==> src/rtl/core/rmq_pkg.sv <==
package rmq_pkg;

   localparam int IN_W      = 16;
   localparam int FRAC_W    = 14;
   localparam int PROD_W    = 2 * IN_W;
   localparam int CROSS_W   = PROD_W + 1;
   localparam int DIAG_W    = CROSS_W + 1;
   localparam int NUM_W     = DIAG_W;
   localparam int RADX_W    = DIAG_W + 2;
   localparam int RAD_W     = 32;
   localparam int ROOT_W    = 30;
   localparam int SQ_STEPS  = ROOT_W;
   localparam int MAG_W     = 32;
   localparam int Q_W       = 16;
   localparam int NUM_LANES = 3;
   localparam int NUM_COMP  = 4;
   localparam int DIV_N_W   = MAG_W + FRAC_W + 1;
   localparam int DIV_D_W   = ROOT_W + 1;

   localparam logic signed [RADX_W-1:0] ONE_Q28  = 36'sd268435456;
   localparam logic [ROOT_W:0]          HALF_RND = 31'd16384;
   localparam logic [Q_W:0]             QUO_SAT  = 17'd32768;
   localparam logic [Q_W-1:0]           POS_MAX  = 16'h7fff;

   typedef enum logic [1:0] {
      BR_TRACE,
      BR_X,
      BR_Y,
      BR_Z
   } branch_type;

   typedef struct packed {
      branch_type                          branch;
      logic [NUM_LANES-1:0]                neg;
      logic [NUM_LANES-1:0][MAG_W-1:0]     mag;
   } side_type;

   typedef struct packed {
      branch_type                          branch;
      logic [Q_W-1:0]                      half;
      logic                                zero;
      logic [NUM_LANES-1:0]                ovf;
      logic [NUM_LANES-1:0]                neg;
      logic [NUM_LANES-1:0][Q_W-1:0]       quo;
   } div_res_type;

endpackage

==> src/rtl/core/rmq_out.sv <==
module rmq_out (
   input  logic                            clock,
   input  logic                            reset,
   input  logic                            en,
   input  logic                            in_valid,
   input  rmq_pkg::div_res_type            in_res,
   output logic                            rsp_valid,
   output logic signed [rmq_pkg::Q_W-1:0]  rsp_quat_w,
   output logic signed [rmq_pkg::Q_W-1:0]  rsp_quat_x,
   output logic signed [rmq_pkg::Q_W-1:0]  rsp_quat_y,
   output logic signed [rmq_pkg::Q_W-1:0]  rsp_quat_z
);
   import rmq_pkg::*;

   logic                 valid_ff;
   logic [Q_W-1:0]       comp_ff [NUM_COMP];
   logic [Q_W-1:0]       comp_in [NUM_COMP];
   logic [Q_W:0]         qc      [NUM_LANES];
   logic [Q_W-1:0]       lane    [NUM_LANES];
   logic [1:0]           pick;

   always_comb begin
      for (int i = 0; i < NUM_LANES; i++) begin
         if (in_res.zero) begin
            qc[i] = '0;
         end else if (in_res.ovf[i] || ({1'b0, in_res.quo[i]} > QUO_SAT)) begin
            qc[i] = QUO_SAT;
         end else begin
            qc[i] = {1'b0, in_res.quo[i]};
         end
         // qc never exceeds 2^15, so its top data bit marks the positive bound
         if (in_res.neg[i]) begin
            lane[i] = Q_W'(-qc[i]);
         end else begin
            lane[i] = qc[i][Q_W-1] ? POS_MAX : qc[i][Q_W-1:0];
         end
      end
      // the diagonal slot takes the half root, the others fill in order
      for (int j = 0; j < NUM_COMP; j++) begin
         if (2'(j) == in_res.branch) begin
            pick       = '0;
            comp_in[j] = in_res.half;
         end else begin
            pick       = (2'(j) < in_res.branch) ? 2'(j) : 2'(j - 1);
            comp_in[j] = lane[pick];
         end
      end
   end

   always_ff @(posedge clock) begin
      if (reset) begin
         valid_ff <= 1'b0;
      end else if (en) begin
         valid_ff <= in_valid;
      end
   end

   always_ff @(posedge clock) begin
      if (en) begin
         comp_ff <= comp_in;
      end
   end

   assign rsp_valid  = valid_ff;
   assign rsp_quat_w = comp_ff[0];
   assign rsp_quat_x = comp_ff[1];
   assign rsp_quat_y = comp_ff[2];
   assign rsp_quat_z = comp_ff[3];

endmodule

==> config.mk <==
export PLATFORM = sky130hd
export DESIGN_NAME = rmq_out
export DESIGN_NICKNAME = d
export VERILOG_FILES = /design/src/rtl/core/rmq_pkg.sv /design/src/rtl/core/rmq_out.sv
export SDC_FILE = /design/constraint.sdc
export NUM_CORES = 1
export LEC_CHECK = 0
export ABC_AREA = 1
export BUFFER_PORTS_ARGS = -buffer_cell sky130_fd_sc_hd__buf_2
export CAP_MARGIN = 40
export CORE_MARGIN = 5
export CORE_UTILIZATION = 45
export DETAILED_ROUTE_END_ITERATION = 6
export PLACE_DENSITY = 0.7
export REMOVE_ABC_BUFFERS = 1
export SYNTH_ARGS = -nofsm -noshare
export SYNTH_HDL_FRONTEND = slang
export SYNTH_SLANG_ARGS = --single-unit
==> constraint.sdc <==
create_clock -name clock -period 2.7 [get_ports clock]
set_input_delay 0.135 -clock clock [delete_from_list [all_inputs] [get_ports clock]]
set_output_delay 0.135 -clock clock [all_outputs]
set_load 0.01 [all_outputs]
Yosys cells after proc, flatten, opt, wreduce, memory -nomap -nowiden:

Index checks and enable logic that the tools add are counted.

* register bits after elaboration: 65
* latch bits: 0
* bits in writable memories: 0
* ROM bits: 0
* output and inout bits: 65
* logic and storage cells: 62
* memories kept: 0

* $add $sub $neg: 3
* multipliers: 0
* divide/modulo/power cells: 0
* magnitude comparators: 11
* equal/unequal tests: 3
* shift operators: 0
* muxes and demuxes: 32
* bitwise logic cells: 4
* reductions and logical operators: 4

Operators by type and width (number)
* $mux W16: 21
* $bmux W16 S2: 4
* $gt A16 B16 Y1 const B: 3
* $neg A16 Y16: 3
* $mux W15: 3
* $ge A3 B3 Y1 const B: 4
* $not A2 Y3: 3
* $eq A2 B2 Y1 const A: 2
* $lt A1 B2 Y1 const A: 2
* $lt A2 B2 Y1 const A: 2
* $mux W2: 2
* $logic_or A1 B1 Y1: 3
* $not A1 Y3: 1
* $eq A1 B2 Y1 const A: 1
* $logic_not A2 Y1: 1
* $mux W1: 2

Logic depth before layout (Yosys ltp):

Gate-level depths: netlist of the first run.

* depth after elaboration: 10
* mapped depth: 17
* gate-level depth less buffers: 16

Worst setup path after synthesis of the first run:

Ideal clock, no wire load.

* path kind: input to register
* start point: input port in_res[15] (netlist name)
* end point: register comp_ff, in the netlist rsp_quat_x[2] (data pin)
* arrival: 1.639 ns
* setup slack: 0.782 ns
* stages on the path: 9
* path buffers: 2
* path through: or2_2 > nand2_2 > buf_6 > buf_6 > nand2_1 > ha_1 > or2_2 > o21ai_1 > o221ai_1

RTL lines
* from (decl): line rmq_out.sv:6 `input rmq_pkg::div_res_type in_res,`
* to (signal assigned): line rmq_out.sv:60 `comp_ff <= comp_in;`
* to (decl): line rmq_out.sv:16 `logic [Q_W-1:0] comp_ff [NUM_COMP];`

==> qor.csv, run 1 <==
stage;metric;value;unit
yosys;Post-synth EDFFs;64;
layout;area grow syn2layout;22.2;%
setup_path;r2r endpoint;rsp_valid;
placed_design;Placed Cells incl. Taps;1027;
setup_path;Startpoint Class;primary input;
floorplan;Starting Density;45.4;%
timing;Max Slew Vio Count;0;
setup_path;worst reg-to-reg setup slack;2120;ps
power_and_ir_drop;Clk pwr share;38.2;%
detailed_routing;Iter 0 DRT Violations;449;
timing;Total Negative Setup Slacks;0;ps
setup_path;Buffers & Inverters on Critical Path;2;
setup_path;crit path capture type;register;
power_and_ir_drop;Comb power frac;23.9;%
cts;Longest Clk Path Bufs;2;
run_status;failing checks;DRC;
detailed_routing;vias post-DR;5491;
setup_path;FF-to-FF Start;rsp_valid;
cts;clock-pin slew on the worst setup and hold paths;50;ps
worst_hold_path;Worst Hold Class;in -> reg;
setup_path;critical path's top delay family;simple AND/OR/NAND/NOR gates;
floorplan;CORE AREA;0.0113;sq mm
detailed_routing;final WL;16100;um
worst_hold_path;hold depth;3;
global_routing;initial antenna violation count;0;
layout;Final Non-Filler Cells;1044;
timing;Slew HR;58.4;%
detailed_routing;Vias/cell;5.26;
cts;# resized after CTS;0;
yosys;sequential-to-total area share from yosys stat;37.8;%
placed_design;DP Wirelength;13000;um
worst_hold_path;hold_sp;in_valid;
setup_path;CP max FO;28;
yosys;area share of the largest cell type after synthesis;37.4;%
layout;fillcell total;1143;
yosys;syn avg cell area;6.76;sq um
layout;Final Util;55.5;%
timing;Setup Skew;0;ps
yosys;Post-synth ARST share;0;%
power_and_ir_drop;Leak;3.20;nW
timing;final worst slack;764;ps
layout;final net count;976;
global_routing;Overflow after GRT;0;
yosys;synth unique cells;42;
cts;setup bufs post-CTS;0;
yosys;YS warnings;0;
yosys;Synth Register Bits;65;
detailed_routing;drt wl/cell;15.4;um
power_and_ir_drop;Int Power;0.00242;W
power_and_ir_drop;sw frac;28.7;%
setup_path;Crit path required time;2770;ps
power_and_ir_drop;Flop pwr share;37.8;%
cts;CTS root buf;clkbuf_16;
yosys;Post-Syn Instances;760;
placed_design;port buffer count;141;
yosys;Synth area leader;edfxtp_1;
layout;n_diodes;0;
cts;CTS Buf Count;9;
setup_path;Crit path top cell by count;nand2_1;
timing;Final min period;1940;ps
yosys;top post-synthesis cells by count;222 x nand2_1, 116 x nand3_1, 91 x nor2_1, 88 x inv_1, 64 x edfxtp_1;
global_routing;first-pass GRT wire length;25000;um
yosys;Top FF cell, synth;edfxtp_1;
floorplan;die width;117;um
layout;layout cells sized above 1;21.8;%
setup_path;Worst EP arrival;2010;ps
floorplan;num rows;39;
global_routing;vias in the first global route;4981;
setup_path;path depth of the worst reg2reg path;2;
setup_path;cell chain of the critical path;buf_2, nor2_1, nand2_1, ha_1, nand2_1, o21bai_2, nand3_1, nand3_1, nand2_1, inv_1, o21ai_1;
setup_path;CP Class;in -> reg;
floorplan;die height;117;um
placed_design;pre-CTS setup slack;468;ps
detailed_routing;Final ANT Viol Nets;0;
job;max_cap viols;0;
run_status;status;finished with violations;
floorplan;Ports;142;
yosys;post-synth design cell area;0.00514;sq mm
yosys;top cells by area, synth;edfxtp_1 37%, nand2_1 16%, nand3_1 11%, nor2_1 6.6%, inv_1 6.4%;
placed_design;gpl congestion;0.941;
setup_path;critical path's slowest cell;buf_2;
timing;Least-Margin Pin Slew;617;ps
cts;CTS tree;built;
cts;Sink Count;65;
worst_hold_path;Worst Hold End;rsp_valid;
power_and_ir_drop;sw power;0.000975;W
detailed_routing;DRC viols;1;
timing;Final Hold Vio Count;0;
global_routing;largest net degree at the start of global routing;29;
floorplan;overall die area;0.0137;sq mm
cts;clk_lat worst skew;330;ps
cts;H-Tree Depth;3;
setup_path;crit-path max cell delay;470;ps
global_routing;GR Util All Layers;23.7;%
yosys;most numerous cell in the Yosys netlist;nand2_1;
timing;Max Clk Rate;517;MHz
power_and_ir_drop;Peak VDD IR;0.354;mV
timing;final clock period utilization by the worst path;71.7;%
power_and_ir_drop;PD cells;541;mW/mm^2
timing;unrepaired setup endpoints after global routing;false;
detailed_routing;drt pass-1 iters;7;
timing;final setup vio count;0;
-- per-stage QoR --
step | instance area (sq um) | hold WS, ps | total power, W
final | 6280 | 61.9 | 0.00340
after CTS | 6280 | 58.8 | 0.00341
after global routing | 6280 | 88.6 | 0.00357
after detailed placement | 5940 | 301 | 0.00211
after global placement | 5940 | 296 | 0.00211
after floorplan | 4950 | 207 | 0.00174
-- flip-flops by register name, summed over array words and instances, names as in the netlist --
| signal | count |
|---|---|
| rsp_quat_z | 16 |
| rsp_quat_y | 16 |
| rsp_quat_x | 16 |
| rsp_quat_w | 16 |
| rsp_valid | 1 |
-- worst register-to-register path: cells and delay by family, from the launching register on --
family	cells	cell delay, ps
flops	1	300
mux	1	120
simple gates	1	50
-- layer usage --
layer  part of all wire (%)  vias up  track usage [%]
met4                    2.7        0             8.41
met1                     45     2428             33.4
met3                    8.4       28             3.86
li1                       -     2795                -
met5                      0        -                0
met2                     44      240             36.8
-- final cells by class --
cell class	instances	area (sq um)	share of cell area [%]
Multi-Input combinational cell	570	2650	42.2
Clock inverter	2	60.1	0.956
Sequential cell	65	1940	30.9
Clock buffer	14	274	4.36
Timing Repair Buffer	155	813	13.0
Inverter	95	359	5.72
Tap cell	143	179	2.85
-- placed cells by master, fill, tap and decap left out, types with 3 or more instances in the layout --
cell type,instances
or2_2,4
clkbuf_16,9
nor3_1,5
nand2_2,5
o211ai_1,12
edfxtp_1,64
nand3_1,116
buf_4,13
buf_2,141
o221ai_1,3
clkinv_1,3
nand4_1,12
o21ai_1,15
o21ai_0,51
nand3_2,3
inv_2,3
clkbuf_8,3
nor2_1,91
ha_1,3
inv_1,88
nor2_2,6
nand2_1,222
-- what timing repair did --
| item | CTS | global route |
|---|---|---|
| hold buffers | 1 | 0 |
| endpoints found under the setup margin | 0 | 0 |
| hold endpoints to repair | 1 | 0 |
-- power groups by stage --
stage               Clock, W  Combinational, W  Sequential (W)
finish               0.00130          0.000813         0.00128
global route         0.00137          0.000904         0.00129
CTS                  0.00131          0.000809         0.00129
detailed placement         0          0.000805         0.00131
global placement           0          0.000802         0.00130
floorplan                  0          0.000377         0.00137
-- logic make-up after synthesis --
logic type      synth area share (%)
compound gates                  11.2
fa+ha+maj                      0.731
buf+inv                         10.6
flops                           37.8
mux                            0.195
simple gates                    39.5
-- how the worst max path moves through the flow --
stage | from | endpoint | cells past startpoint
after floorplan | in_res[72] | rsp_quat_w[10] | 4
after global placement | in_res[54] | rsp_quat_y[12] | 11
after global routing | in_res[24] | rsp_quat_y[4] | 14
final | in_res[54] | rsp_quat_y[8] | 11
after detailed placement | in_res[54] | rsp_quat_y[8] | 11
after CTS | in_res[54] | rsp_quat_y[8] | 11
Note: power is estimated with default switching activity, not from simulation.
==> inputs of run 2 (changes only) <==
ABC_AREA = 0   (was 1)
PLACE_DENSITY = 0.71   (was 0.7)
clock period = 1.8 ns   (was 2.7 ns; I/O delays follow)
==> run 2 against run 1 <==
The run ends with setup timing left. Synthesized cell count is 24% lower. Clock power hardly changed. Via count is 12% higher. Register-to-register slack worse by 1500 ps. Critical path depth is 1 higher. Area after synthesis is 3.2% lower. Clock skew stayed put. Clock-buffer cell count is 5 lower. Core utilization is 16 points higher. Flip-flop and latch count stayed put. Worst setup slack worse by 1200 ps. Wire length is 33% higher.
==> qor.csv, run 2 <==
stage;metric;value;unit
yosys;syn avg cell area;8.58;sq um
cts;clock-pin slew on the worst setup and hold paths;80;ps
global_routing;Overflow after GRT;0;
global_routing;GR Util All Layers;31.6;%
placed_design;gpl congestion;0.981;
global_routing;first-pass GRT wire length;31900;um
cts;CTS Buf Count;9;
layout;commonest non-fill, non-tap cells in the layout;167 x buf_4, 124 x buf_2, 64 x nor2_1, 64 x edfxtp_1, 59 x nand2_1;
timing;Max Slew Vio Count;0;
setup_path;Startpoint Class;primary input;
yosys;Top FF cell, synth;edfxtp_1;
worst_hold_path;Worst Hold End;rsp_quat_z[4];
timing;Max Clk Rate;445;MHz
detailed_routing;highest metal used;met4;
setup_path;Crit path top cell by count;buf_6;
detailed_routing;drt pass-1 iters;5;
worst_hold_path;hold_sp;in_res[59];
timing;final setup vio count;26;
floorplan;die height;115;um
cts;Sink Count;65;
setup_path;Worst EP arrival;2380;ps
detailed_routing;vias post-DR;6174;
detailed_routing;WL met1;8730;um
detailed_routing;final WL;21400;um
yosys;most numerous cell in the Yosys netlist;nor2_1;
setup_path;r2r endpoint;rsp_valid;
yosys;Synth area leader;edfxtp_1;
power_and_ir_drop;Comb power frac;33.1;%
detailed_routing;Iter 0 DRT Violations;532;
yosys;Synth Register Bits;65;
floorplan;num rows;38;
timing;Final min period;2250;ps
run_status;status;finished with violations;
timing;final worst slack;-448;ps
timing;Slew HR;49.6;%
yosys;top post-synthesis cells by count;67 x nor2_1, 64 x edfxtp_1, 63 x nand2_1, 59 x a21oi_1, 57 x o21ai_0;
detailed_routing;Final ANT Viol Nets;0;
floorplan;CORE AREA;0.0108;sq mm
power_and_ir_drop;PD cells;620;mW/mm^2
detailed_routing;met3 wire length;2190;um
global_routing;vias in the first global route;5913;
floorplan;Ports;142;
power_and_ir_drop;Int Power;0.00319;W
yosys;sequential-to-total area share from yosys stat;39.0;%
worst_hold_path;hold depth;2;
power_and_ir_drop;sw frac;33.1;%
cts;clk_lat worst skew;370;ps
setup_path;CP max FO;4;
job;max_cap viols;0;
timing;unrepaired setup endpoints after global routing;true;
cts;CTS tree;built;
setup_path;crit-path max cell delay;540;ps
floorplan;die width;115;um
power_and_ir_drop;sw power;0.00158;W
layout;commonest non-fill, non-tap cell in the layout;buf_4;
timing;Least-Margin Pin Slew;749;ps
worst_hold_path;Worst Hold Class;in -> reg;
detailed_routing;DRC viols;0;
power_and_ir_drop;Leak;3.30;nW
placed_design;port buffer count;141;
setup_path;critical path's slowest cell;or4_4;
yosys;post-synth design cell area;0.00497;sq mm
power_and_ir_drop;Clk pwr share;27.0;%
timing;final clock period utilization by the worst path;125;%
global_routing;initial antenna violation count;0;
detailed_routing;drt wl/cell;21.0;um
power_and_ir_drop;Flop pwr share;39.9;%
layout;n_diodes;0;
setup_path;crit path capture type;register;
yosys;Post-synth EDFFs;64;
setup_path;FF-to-FF Start;rsp_valid;
yosys;YS warnings;0;
layout;area grow syn2layout;54.9;%
layout;layout cells sized above 1;47.4;%
global_routing;largest net degree at the start of global routing;50;
yosys;top cells by area, synth;edfxtp_1 39%, a21oi_1 5.9%, o21ai_0 5.7%, nor2_1 5.1%, nand2_1 4.8%;
cts;Longest Clk Path Bufs;2;
timing;Final Hold Vio Count;0;
layout;final net count;954;
floorplan;overall die area;0.0133;sq mm
setup_path;Crit path required time;1930;ps
floorplan;Starting Density;45.9;%
setup_path;cell chain of the critical path;buf_6, or4_4, o41a_4, nor2_8, nand2_4, ha_4, buf_6, nand3_2, a31oi_1, nor2_1, o221ai_2, o21ba_2;
placed_design;DP Wirelength;16300;um
setup_path;worst reg-to-reg setup slack;640;ps
yosys;area share of the largest cell type after synthesis;38.6;%
power_and_ir_drop;Peak VDD IR;0.456;mV
timing;Setup Skew;0;ps
yosys;Post-Syn Instances;580;
setup_path;CP Class;in -> reg;
power_and_ir_drop;Final Power;0.00478;W
setup_path;Buffers & Inverters on Critical Path;2;
setup_path;critical path's top delay family;compound AO/OA/AOI/OAI gates;
run_status;failing checks;setup timing;
detailed_routing;Vias/cell;6.06;
yosys;synth unique cells;77;
detailed_routing;routed wl met2;9580;um
cts;H-Tree Depth;3;
placed_design;pre-CTS setup slack;-988;ps
cts;CTS root buf;clkbuf_8;
yosys;Post-synth ARST share;0;%
setup_path;path depth of the worst reg2reg path;3;
==> run 2: worst max-delay path by stage <==
stage,from,endpoint,slack (ps),depth (start not counted)
3_5_place_dp,in_res[26],rsp_quat_y[4],-990,12
3_3_place_gp,in_res[26],rsp_quat_x[2],-920,11
5_1_grt,in_res[21],rsp_quat_y[6],-500,12
4_1_cts,in_res[52],rsp_quat_y[6],-450,12
2_1_floorplan,in_res[26],rsp_quat_x[8],-900,11
6_report,in_res[21],rsp_quat_y[6],-450,12
==> run 2: metrics by stage <==
stage	instances	instance area [sq um]	setup TNS, ps	hold WS [ps]	util [%]
5_1_grt	1019	7710	-9170	63.8	71.1
4_1_cts	1010	7330	-6450	46.5	67.6
3_5_place_dp	985	6870	-30400	260	63.3
6_report	1019	7710	-7600	61.9	71.1
2_1_floorplan	544	4760	-17560	162	-
3_3_place_gp	985	6870	-28690	247	63.3
==> run 2: power by group through the flow <==
| stage | logic (W) | clock network [W] | registers (W) |
|---|---|---|---|
| 5_1_grt | 0.00168 | 0.00138 | 0.00192 |
| 3_5_place_dp | 0.00139 | 0 | 0.00194 |
| 6_report | 0.00158 | 0.00129 | 0.00191 |
| 3_3_place_gp | 0.00137 | 0 | 0.00193 |
| 4_1_cts | 0.00146 | 0.00131 | 0.00191 |
| 2_1_floorplan | 0.000464 | 0 | 0.00202 |
==> run 2: layout make-up <==
type	instances	area, sq um
fill	849	3130
multi-input combinational	465	3130
timing repair buffer	319	2210
sequential	65	1940
tap	140	175
clock buffer	9	124
clock inverter	7	70.1
inverter	14	55.1
==> run 2: what timing repair did <==
action                                 in CTS  in global routing
endpoints found under the hold margin       1                  0
setup endpoints to repair                  34                 42
gates resized for setup                    51                 79
pin swaps                                  22                 35
buffers inserted                            8                  9
hold buffers                                2                  0
==> run 2: logic make-up (layout without fill, tap and decap cells) <==
family,Yosys count,after routing,synth area share (%)
AO/OA/AOI/OAI,218,218,29.2
XOR/XNOR,5,5,0.880
adder cells (fa/ha/maj),3,3,0.755
buffers and inverters,50,349,5.41
flip-flops,65,65,39.0
multiplexers,11,11,2.36
AND/OR/NAND/NOR,228,228,22.4
==> run 2: worst reg2reg max path, delay by kind of cell (launching register included) <==
family	cells	cell delay [ps]
DFF	1	310
and+or+nand+nor	1	50
buffers and inverters	1	560
muxes	1	120
==> run 2: metal layers <==
metal  global-route usage, %  up-vias
met2                    47.0      397
li1                        -     2845
met3                    7.63       60
met4                    14.2        0
met1                    43.6     2872
met5                       0        -
